**src/hdl/bce_pkg.sv**
```systemverilog
// ----------------------------------------------------------------------------
// bce_pkg
// Types, constants and the percent breakpoint table of the battery estimator.
// ----------------------------------------------------------------------------
`default_nettype none

package bce_pkg;

	localparam int unsigned TABLE_POINTS = 22;
	localparam int unsigned IDX_W        = $clog2(TABLE_POINTS);

	localparam int unsigned MV_W    = 14;
	localparam int unsigned ADC_W   = 12;
	localparam int unsigned REG_W   = 10;
	localparam int unsigned SUM_W   = 18;
	localparam int unsigned CNT_W   = 5;
	localparam int unsigned PCT_W   = 7;
	localparam int unsigned BAR_W   = 3;

	localparam int unsigned MUL_W   = 57;
	localparam int unsigned DIVN_W  = 34;
	localparam int unsigned DIVD_W  = 20;
	localparam int unsigned STEP_W  = 6;

	localparam logic [1:0] REG_R1    = 2'd0;
	localparam logic [1:0] REG_R2    = 2'd1;
	localparam logic [1:0] REG_DELTA = 2'd2;

	// m*1000*2^24 + 0.0028*m*m*2^24 + 0.0096*m*1000*2^24 = m*(K_LIN + K_SQ*m)
	localparam logic [33:0] K_LIN  = 34'd16938277000;
	localparam logic [15:0] K_SQ   = 16'd46976;
	localparam logic [45:0] K_OFS  = 46'd855638016000;

	localparam logic [MV_W-1:0]  MV_MAX    = 14'd16383;
	localparam logic [SUM_W-1:0] SUM_MAX   = 18'd262143;
	localparam logic [CNT_W-1:0] COUNT_MAX = 5'd31;
	localparam logic [MV_W-1:0]  LOW_MV    = 14'd2800;

	localparam logic [MV_W-1:0] PCT_ROM [TABLE_POINTS] = '{
		14'd2600, 14'd3100, 14'd3200, 14'd3260, 14'd3290, 14'd3330, 14'd3370, 14'd3410,
		14'd3460, 14'd3510, 14'd3560, 14'd3610, 14'd3650, 14'd3690, 14'd3720, 14'd3750,
		14'd3780, 14'd3820, 14'd3880, 14'd3950, 14'd4030, 14'd4250
	};

	typedef enum logic [3:0] {
		ST_IDLE,
		ST_PREP,
		ST_MUL_A,
		ST_SIGN,
		ST_MUL_B,
		ST_DIV_LD,
		ST_DIV_SCALE,
		ST_POST,
		ST_DIV_AVG,
		ST_CHG,
		ST_SRCH,
		ST_DIV_PCT,
		ST_FIN
	} state_t;

	function automatic logic [BAR_W-1:0] bars_of(input logic [MV_W-1:0] v);
		logic [BAR_W-1:0] b;
		if (v >= 14'd3820)      b = 3'd6;
		else if (v >= 14'd3720) b = 3'd5;
		else if (v >= 14'd3610) b = 3'd4;
		else if (v >= 14'd3460) b = 3'd3;
		else if (v >= 14'd3330) b = 3'd2;
		else if (v >= 14'd3200) b = 3'd1;
		else                    b = 3'd0;
		return b;
	endfunction

endpackage

`default_nettype wire

```
**src/hdl/battery_charge_estimator.sv**
```systemverilog
// ----------------------------------------------------------------------------
// battery_charge_estimator
// Battery voltage, state of charge, bar count and charger detection.
// ----------------------------------------------------------------------------
// One word in gives one word out. A shared shift-add multiplier forms both
// products of the voltage scaling. A shared restoring divider takes one
// quotient bit per cycle: 34 bits for the voltage scaling, 19 for the minute
// average when tlast closes a minute and 18 for the percent fraction. The
// breakpoint search visits one entry per cycle. A finished word waits in the
// output register while the next word is taken.
`default_nettype none

module battery_charge_estimator (
	input  wire logic        clk,
	input  wire logic        arst_n,
	input  wire logic        cfg_we,
	input  wire logic [1:0]  cfg_index,
	input  wire logic [bce_pkg::REG_W-1:0] cfg_data,
	input  wire logic        s_tvalid,
	output logic             s_tready,
	input  wire logic [15:0] s_tdata,   // adc_mv [11:0]
	input  wire logic        s_tlast,   // minute_end
	output logic             m_tvalid,
	input  wire logic        m_tready,
	output logic [31:0]      m_tdata    // battery_mv, charge_percent, bar_level,
	                                    // low_battery, charging
);
	import bce_pkg::*;

	state_t state_q, state_d;

	logic [REG_W-1:0]        r1_q, r2_q;
	logic signed [REG_W-1:0] delta_q;

	logic [ADC_W-1:0] m_q;
	logic             mend_q;
	logic             neg_q;

	logic [MUL_W-1:0]  mul_a_q, acc_q;
	logic [ADC_W-1:0]  mul_b_q;
	logic [DIVN_W-1:0] div_num_q, div_quo_q;
	logic [DIVD_W-1:0] div_den_q, div_rem_q;
	logic [STEP_W-1:0] cnt_q;

	logic [MV_W-1:0]  h1_q, h2_q, h3_q, prev_q, v_q;
	logic [SUM_W-1:0] sum_q;
	logic [CNT_W-1:0] count_q;
	logic             chg_q;
	logic [IDX_W-1:0] idx_q;
	logic [PCT_W-1:0] pct_q;

	logic             out_valid_q;
	logic [31:0]      out_data_q;

	logic [REG_W-1:0]   r2e;
	logic [REG_W:0]     ratio_sum;
	logic [33:0]        t_val;
	logic [DIVD_W:0]    trial;
	logic               trial_ge;
	logic signed [35:0] q_s, sv;
	logic [MV_W-1:0]    v_scaled, v_smooth;
	logic [15:0]        sum4;
	logic [SUM_W:0]     sum_add;
	logic [SUM_W-1:0]   sum_new;
	logic [CNT_W-1:0]   count_new, n_div;
	logic [SUM_W:0]     avg_num;
	logic [MV_W-1:0]    avg;
	logic [MV_W-1:0]    lo, hi, span;
	logic [IDX_W-1:0]   idx_nx;
	logic [17:0]        frac_num;
	logic [7:0]         pct_sum;
	logic               pct_interp;
	logic [PCT_W-1:0]   pct_out;
	logic               div_last, out_free;

	assign r2e       = (r2_q == '0) ? REG_W'(1) : r2_q;
	assign ratio_sum = {1'b0, r1_q} + {1'b0, r2e};
	assign t_val     = K_LIN + 34'(m_q) * 34'(K_SQ);

	assign trial    = {div_rem_q, div_num_q[DIVN_W-1]};
	assign trial_ge = trial >= {1'b0, div_den_q};
	assign div_last = cnt_q == STEP_W'(1);

	assign q_s      = neg_q ? -$signed({2'b00, div_quo_q}) : $signed({2'b00, div_quo_q});
	assign sv       = q_s + 36'(delta_q);
	assign v_scaled = sv[35] ? '0 : ((sv > 36'sd16383) ? MV_MAX : sv[MV_W-1:0]);
	assign sum4     = 16'(v_scaled) + 16'(h1_q) + 16'(h2_q) + 16'(h3_q) + 16'd2;
	assign v_smooth = (h3_q != '0) ? sum4[15:2] : v_scaled;
	assign sum_add  = {1'b0, sum_q} + (SUM_W+1)'(v_smooth);
	assign sum_new  = sum_add[SUM_W] ? SUM_MAX : sum_add[SUM_W-1:0];
	assign count_new = (count_q < COUNT_MAX) ? count_q + CNT_W'(1) : count_q;
	assign n_div    = (count_new > CNT_W'(1)) ? count_new - CNT_W'(1) : CNT_W'(1);
	assign avg_num  = (SUM_W+1)'(sum_new) + (SUM_W+1)'(n_div[CNT_W-1:1]);
	assign avg      = (div_quo_q[SUM_W:0] > (SUM_W+1)'(MV_MAX)) ? MV_MAX
	                                                            : div_quo_q[MV_W-1:0];

	assign idx_nx   = idx_q + IDX_W'(1);
	assign lo       = PCT_ROM[idx_q];
	assign hi       = PCT_ROM[idx_nx];
	assign span     = hi - lo;
	assign frac_num = 18'(v_q - lo) * 18'd10 + 18'(span);
	assign pct_sum  = 8'(idx_q) * 8'd5 + div_quo_q[7:0];

	assign pct_interp = (v_q >= PCT_ROM[0]) && (v_q < hi) && (hi > lo);
	assign pct_out    = !pct_interp ? pct_q
	                    : ((pct_sum > 8'd100) ? PCT_W'(100) : pct_sum[PCT_W-1:0]);

	assign out_free = !out_valid_q || m_tready;

	always_comb begin
		state_d = state_q;
		unique case (state_q)
			ST_IDLE:      if (s_tvalid) state_d = ST_PREP;
			ST_PREP:      state_d = ST_MUL_A;
			ST_MUL_A:     if (div_last) state_d = ST_SIGN;
			ST_SIGN:      state_d = ST_MUL_B;
			ST_MUL_B:     if (div_last) state_d = ST_DIV_LD;
			ST_DIV_LD:    state_d = ST_DIV_SCALE;
			ST_DIV_SCALE: if (div_last) state_d = ST_POST;
			ST_POST:      state_d = mend_q ? ST_DIV_AVG : ST_SRCH;
			ST_DIV_AVG:   if (div_last) state_d = ST_CHG;
			ST_CHG:       state_d = ST_SRCH;
			ST_SRCH: begin
				if (v_q < PCT_ROM[0]) state_d = ST_FIN;
				else if (v_q < hi && hi > lo) state_d = ST_DIV_PCT;
				else if (idx_nx == IDX_W'(TABLE_POINTS - 1)) state_d = ST_FIN;
			end
			ST_DIV_PCT:   if (div_last) state_d = ST_FIN;
			ST_FIN:       if (out_free) state_d = ST_IDLE;
			default:      state_d = ST_IDLE;
		endcase
	end

	always_comb begin
		s_tready = state_q == ST_IDLE;
		m_tvalid = out_valid_q;
		m_tdata  = out_data_q;
	end

	always_ff @(posedge clk or negedge arst_n) begin
		if (!arst_n) begin
			state_q     <= ST_IDLE;
			r1_q        <= REG_W'(50);
			r2_q        <= REG_W'(100);
			delta_q     <= '0;
			h1_q        <= '0;
			h2_q        <= '0;
			h3_q        <= '0;
			sum_q       <= '0;
			count_q     <= CNT_W'(1);
			prev_q      <= '0;
			chg_q       <= 1'b0;
			out_valid_q <= 1'b0;
		end else begin
			state_q <= state_d;
			if (cfg_we) begin
				unique case (cfg_index)
					REG_R1:    r1_q <= cfg_data;
					REG_R2:    r2_q <= cfg_data;
					REG_DELTA: delta_q <= $signed(cfg_data);
					default:   ;
				endcase
			end
			if (state_q == ST_FIN && out_free) out_valid_q <= 1'b1;
			else if (m_tready) out_valid_q <= 1'b0;
			case (state_q)
				ST_POST: begin
					h1_q    <= v_smooth;
					h2_q    <= h1_q;
					h3_q    <= h2_q;
					sum_q   <= sum_new;
					count_q <= count_new;
				end
				ST_CHG: begin
					chg_q   <= (prev_q != '0) && (15'(avg) > 15'(prev_q) + 15'd1);
					prev_q  <= avg;
					sum_q   <= '0;
					count_q <= CNT_W'(1);
				end
				default: ;
			endcase
		end
	end

	always_ff @(posedge clk) begin
		unique case (state_q)
			ST_IDLE: begin
				m_q    <= s_tdata[ADC_W-1:0];
				mend_q <= s_tlast;
			end
			ST_PREP: begin
				mul_a_q <= MUL_W'(t_val);
				mul_b_q <= m_q;
				acc_q   <= '0;
				cnt_q   <= STEP_W'(ADC_W);
			end
			ST_MUL_A, ST_MUL_B: begin
				if (mul_b_q[0]) acc_q <= acc_q + mul_a_q;
				mul_a_q <= mul_a_q << 1;
				mul_b_q <= mul_b_q >> 1;
				cnt_q   <= cnt_q - STEP_W'(1);
			end
			ST_SIGN: begin
				neg_q   <= acc_q[45:0] < K_OFS;
				mul_a_q <= (acc_q[45:0] < K_OFS) ? MUL_W'(K_OFS - acc_q[45:0])
				                                : MUL_W'(acc_q[45:0] - K_OFS);
				mul_b_q <= ADC_W'(ratio_sum);
				acc_q   <= '0;
				cnt_q   <= STEP_W'(REG_W + 1);
			end
			ST_DIV_LD: begin
				div_num_q <= DIVN_W'(acc_q[MUL_W-1:24]) + DIVN_W'(r2e) * DIVN_W'(10'd500);
				div_den_q <= DIVD_W'(r2e) * DIVD_W'(10'd1000);
				div_rem_q <= '0;
				cnt_q     <= STEP_W'(DIVN_W);
			end
			ST_DIV_SCALE, ST_DIV_AVG, ST_DIV_PCT: begin
				div_rem_q <= trial_ge ? DIVD_W'(trial - {1'b0, div_den_q})
				                      : trial[DIVD_W-1:0];
				div_quo_q <= {div_quo_q[DIVN_W-2:0], trial_ge};
				div_num_q <= div_num_q << 1;
				cnt_q     <= cnt_q - STEP_W'(1);
			end
			ST_POST: begin
				v_q       <= v_smooth;
				idx_q     <= '0;
				div_num_q <= {avg_num, 15'd0};
				div_den_q <= DIVD_W'(n_div);
				div_rem_q <= '0;
				cnt_q     <= STEP_W'(SUM_W + 1);
			end
			ST_SRCH: begin
				if (v_q < PCT_ROM[0]) begin
					pct_q <= '0;
				end else if (v_q < hi && hi > lo) begin
					div_num_q <= {frac_num, 16'd0};
					div_den_q <= DIVD_W'({span, 1'b0});
					div_rem_q <= '0;
					cnt_q     <= STEP_W'(18);
				end else if (idx_nx == IDX_W'(TABLE_POINTS - 1)) begin
					pct_q <= PCT_W'(100);
				end else begin
					idx_q <= idx_nx;
				end
			end
			default: ;
		endcase
		if (state_q == ST_FIN && out_free) begin
			out_data_q <= {6'd0, chg_q, v_q < LOW_MV, bars_of(v_q), pct_out, v_q};
		end
	end

endmodule

`default_nettype wire

```
**config.mk**
```make
export PLATFORM = sky130hd
export DESIGN_NAME = battery_charge_estimator
export DESIGN_NICKNAME = d
export VERILOG_FILES = /design/src/hdl/bce_pkg.sv /design/src/hdl/battery_charge_estimator.sv
export SDC_FILE = /design/constraint.sdc
export NUM_CORES = 2
export LEC_CHECK = 0
export BUFFER_PORTS_ARGS = -buffer_cell sky130_fd_sc_hd__buf_2
export CAP_MARGIN = 20
export CORE_MARGIN = 2
export CORE_UTILIZATION = 24
export CTS_BUF_LIST = sky130_fd_sc_hd__clkbuf_2 sky130_fd_sc_hd__clkbuf_4 sky130_fd_sc_hd__clkbuf_8
export DETAILED_ROUTE_END_ITERATION = 7
export MAX_ROUTING_LAYER = met4
export SYNTH_ARGS = -nofsm -noshare
export SYNTH_HDL_FRONTEND = slang
export SYNTH_SLANG_ARGS = --single-unit
```
**constraint.sdc**
```tcl
create_clock -name clk -period 29.8 [get_ports clk]
set_input_delay 1.49 -clock clk [delete_from_list [all_inputs] [get_ports clk]]
set_output_delay 1.49 -clock clk [all_outputs]
set_load 0.1 [all_outputs]
```
==> results.json <==
{
  "status": "completed",
  "netlist_area_mm2": 0.0371,
  "critical_path.top_delay_family": "compound AO/OA/AOI/OAI gates",
  "async_flop_share_pct": 27.7,
  "fp.dieW_um": 397,
  "ys_ff_latch": 415,
  "cts_root_buffer": "clkbuf_8",
  "drc": 0,
  "crit_required_ns": 30.24,
  "cts.clk_slew.worst_paths_ns": 0.06,
  "grt_max_degree": 80,
  "post_drt_wl_per_cell_um": 15.7,
  "worst_pin_slew_ns": 1.04,
  "dp_hpwl_um": 73400,
  "hp-class": "flop to flop",
  "first_pass_iters": 5,
  "syn_avg_cell_area_um2": 9.22,
  "final_hold_viol_count": 0,
  "r2r_start": "div_quo_q[8]$_DFFE_PN_",
  "rsz0062_at_grt": "no",
  "yosysTopAreaCell": "edfxtp_1",
  "cts.sinks": 415,
  "crit_path_start": "div_quo_q[8]$_DFFE_PN_",
  "max_freq_mhz": 76.3,
  "ys.flop_type": "edfxtp_1",
  "drt_wl_total_um": 97300,
  "worstPathMaxFanout": 26,
  "crit_buf_inv": 3,
  "boundaryPins": 68,
  "overflow": 0,
  "relSlewSlack_pct": 30.8,
  "cts_buffers": 78,
  "reg2reg_slack_ns": 16.69,
  "setup_viol": 0,
  "final_common_cell": "ha_1",
  "final_nets": 4606,
  "vias_per_cell": 4.83,
  "start_kind": "flop",
  "post_cts_buffers": 0,
  "max_cap_viol_count": 0,
  "vias": 29900,
  "critical_path_class": "flop to flop",
  "drive_gt1_share_pct": 7.77,
  "min_period_over_period_pct": 44.0,
  "synth_top_area_share_pct": 24.3,
  "timing.final.ws_setup_ns": 16.69,
  "n_fill_cell": 16400,
  "holdPathEnd": "h3_q[1]$_DFFE_PN0P_",
  "final_cell_mix": "ha_1 (388), nand2_1 (369), inv_1 (316)",
  "syn_to_final_growth_pct": 11.7,
  "grt_first_pass_wirelength_um": 158000,
  "io_buffers": 57,
  "min_path_cells": 2,
  "reg2reg_to": "div_num_q[20]$_DFFE_PP_",
  "worst_path_largest_cell_delay_ns": 0.62,
  "grt_util_all_layers_pct": 12.6,
  "end_kind": "flop",
  "grt_pass1_vias": 29300,
  "coreArea_mm2": 0.154,
  "crit_path_top_delay_cell": "a2111oi_0",
  "clock_skew_ns": 0.0288,
  "antenna_left": 0,
  "post_cts_resized": 0,
  "worstSkewPairLatency_ns": 0.71,
  "syn_inst": 4026,
  "min_period_ns": 13.11,
  "gp_congestion": 0.907,
  "design.die.area_mm2": 0.158,
  "start_util_pct": 24.1,
  "cts_tree": "yes",
  "cts_hold_buf": 0,
  "yosys_warnings": 0,
  "yosysSeqAreaShare_pct": 32.0,
  "dr.first_iter.drc_count": 2113,
  "min_from": "h2_q[1]$_DFFE_PN0P_",
  "clockBufferDepth": 3,
  "die_h_um": 397,
  "post-place-ws_ns": 16.76,
  "num_rows": 144,
  "synth_edf_count": 300,
  "antenna_found_initial": 3,
  "reg2regPathDepth": 48,
  "slew_viol_final": 0,
  "setup-tns-final_ns": 0,
  "synth_cell_types": 92,
  "h-tree-depth": 3,
  "yosys-top-cells-area": "edfxtp_1 (24%), ha_1 (13%), dfrtp_1 (7.3%)",
  "worstPathArrival_ns": 13.55
}
tightest hold or removal path, stage by stage (launching register included):
cell and delay (ns):
dfrtp_1 0.35, nand2_1 0.05, o21ai_0 0.07
flip-flops by register name, indices dropped and copies added, names as in the netlist, 12 cells and up:
signal and cells:
sum_q 18, div_num_q 34, mul_a_q 57, h2_q 14, m_tdata 26, div_den_q 20
v_q 14, h1_q 14, acc_q 57, div_rem_q 20, prev_q 14, h3_q 14
mul_b_q 12, m_q 12, div_quo_q 34
Yosys cell counts (52+ instances only):
| master | count |
|---|---|
| a21oi_1 | 247 |
| edfxtp_1 | 300 |
| xor2_1 | 142 |
| dfrtp_1 | 108 |
| clkbuf_1 | 109 |
| xnor2_1 | 199 |
| nor2b_1 | 52 |
| o21ai_0 | 255 |
| nand3_1 | 93 |
| nor2_1 | 308 |
| nand2_1 | 372 |
| inv_1 | 317 |
| nor3_1 | 65 |
| a21o_1 | 118 |
| fa_1 | 117 |
| ha_1 | 388 |
per-layer routing:
layer | vias up | part of all wire, % | GRT usage, %
li1 | 14600 | - | -
met1 | 14400 | 47 | 16.6
met2 | 696 | 46 | 19.9
met3 | 153 | 5.0 | 1.99
met4 | 0 | 2.4 | 3.56
met5 | - | 0 | -
metrics by stage:
step                instance area, µm²  hold WS (ns)  util (%)  cells
finish                           41500         0.499      26.9   6178
global route                     41500         0.509      26.9   6177
CTS                              41400         0.502      26.9   6175
detailed placement               39700         0.484      25.8   6031
global placement                 39700         0.474      25.8   6031
floorplan                        37100         0.424         -   4031
layout make-up:
class / instances / area [µm²] / area share, %
multi-input combinational: 3166 / 23600 / 56.8
sequential: 415 / 11900 / 28.7
tap: 2044 / 2560 / 6.17
clock buffer: 99 / 1270 / 3.08
inverter: 318 / 1190 / 2.88
timing repair buffer: 88 / 520 / 1.26
clock inverter: 45 / 445 / 1.07
antenna: 3 / 7.51 / 0.0181
logic make-up after synthesis:
kind of cell    count (synthesis)  share of synthesized area, %
other cells                     1                        0.0101
mux                            66                          1.93
compound gates               1057                          18.6
xor+xnor                      342                          8.09
buf+inv                       450                          4.66
fa+ha+maj                     505                          19.4
flops                         415                          32.0
simple gates                 1190                          15.3
worst max path at each step:
stage / to / slack [ns] / depth (start not counted)
after floorplan: div_num_q[23]$_DFFE_PP_ / 18.56 / 49
after global placement: div_num_q[22]$_DFFE_PP_ / 17.07 / 48
after detailed placement: div_num_q[22]$_DFFE_PP_ / 16.76 / 48
after CTS: div_num_q[22]$_DFFE_PP_ / 16.76 / 48
after global routing: div_num_q[26]$_DFFE_PP_ / 15.67 / 47
final: div_num_q[20]$_DFFE_PP_ / 16.69 / 48
Power is left out: the tool's default activity adds up to more than one toggle a clock period on the data nets, which glitch-free logic cannot reach.
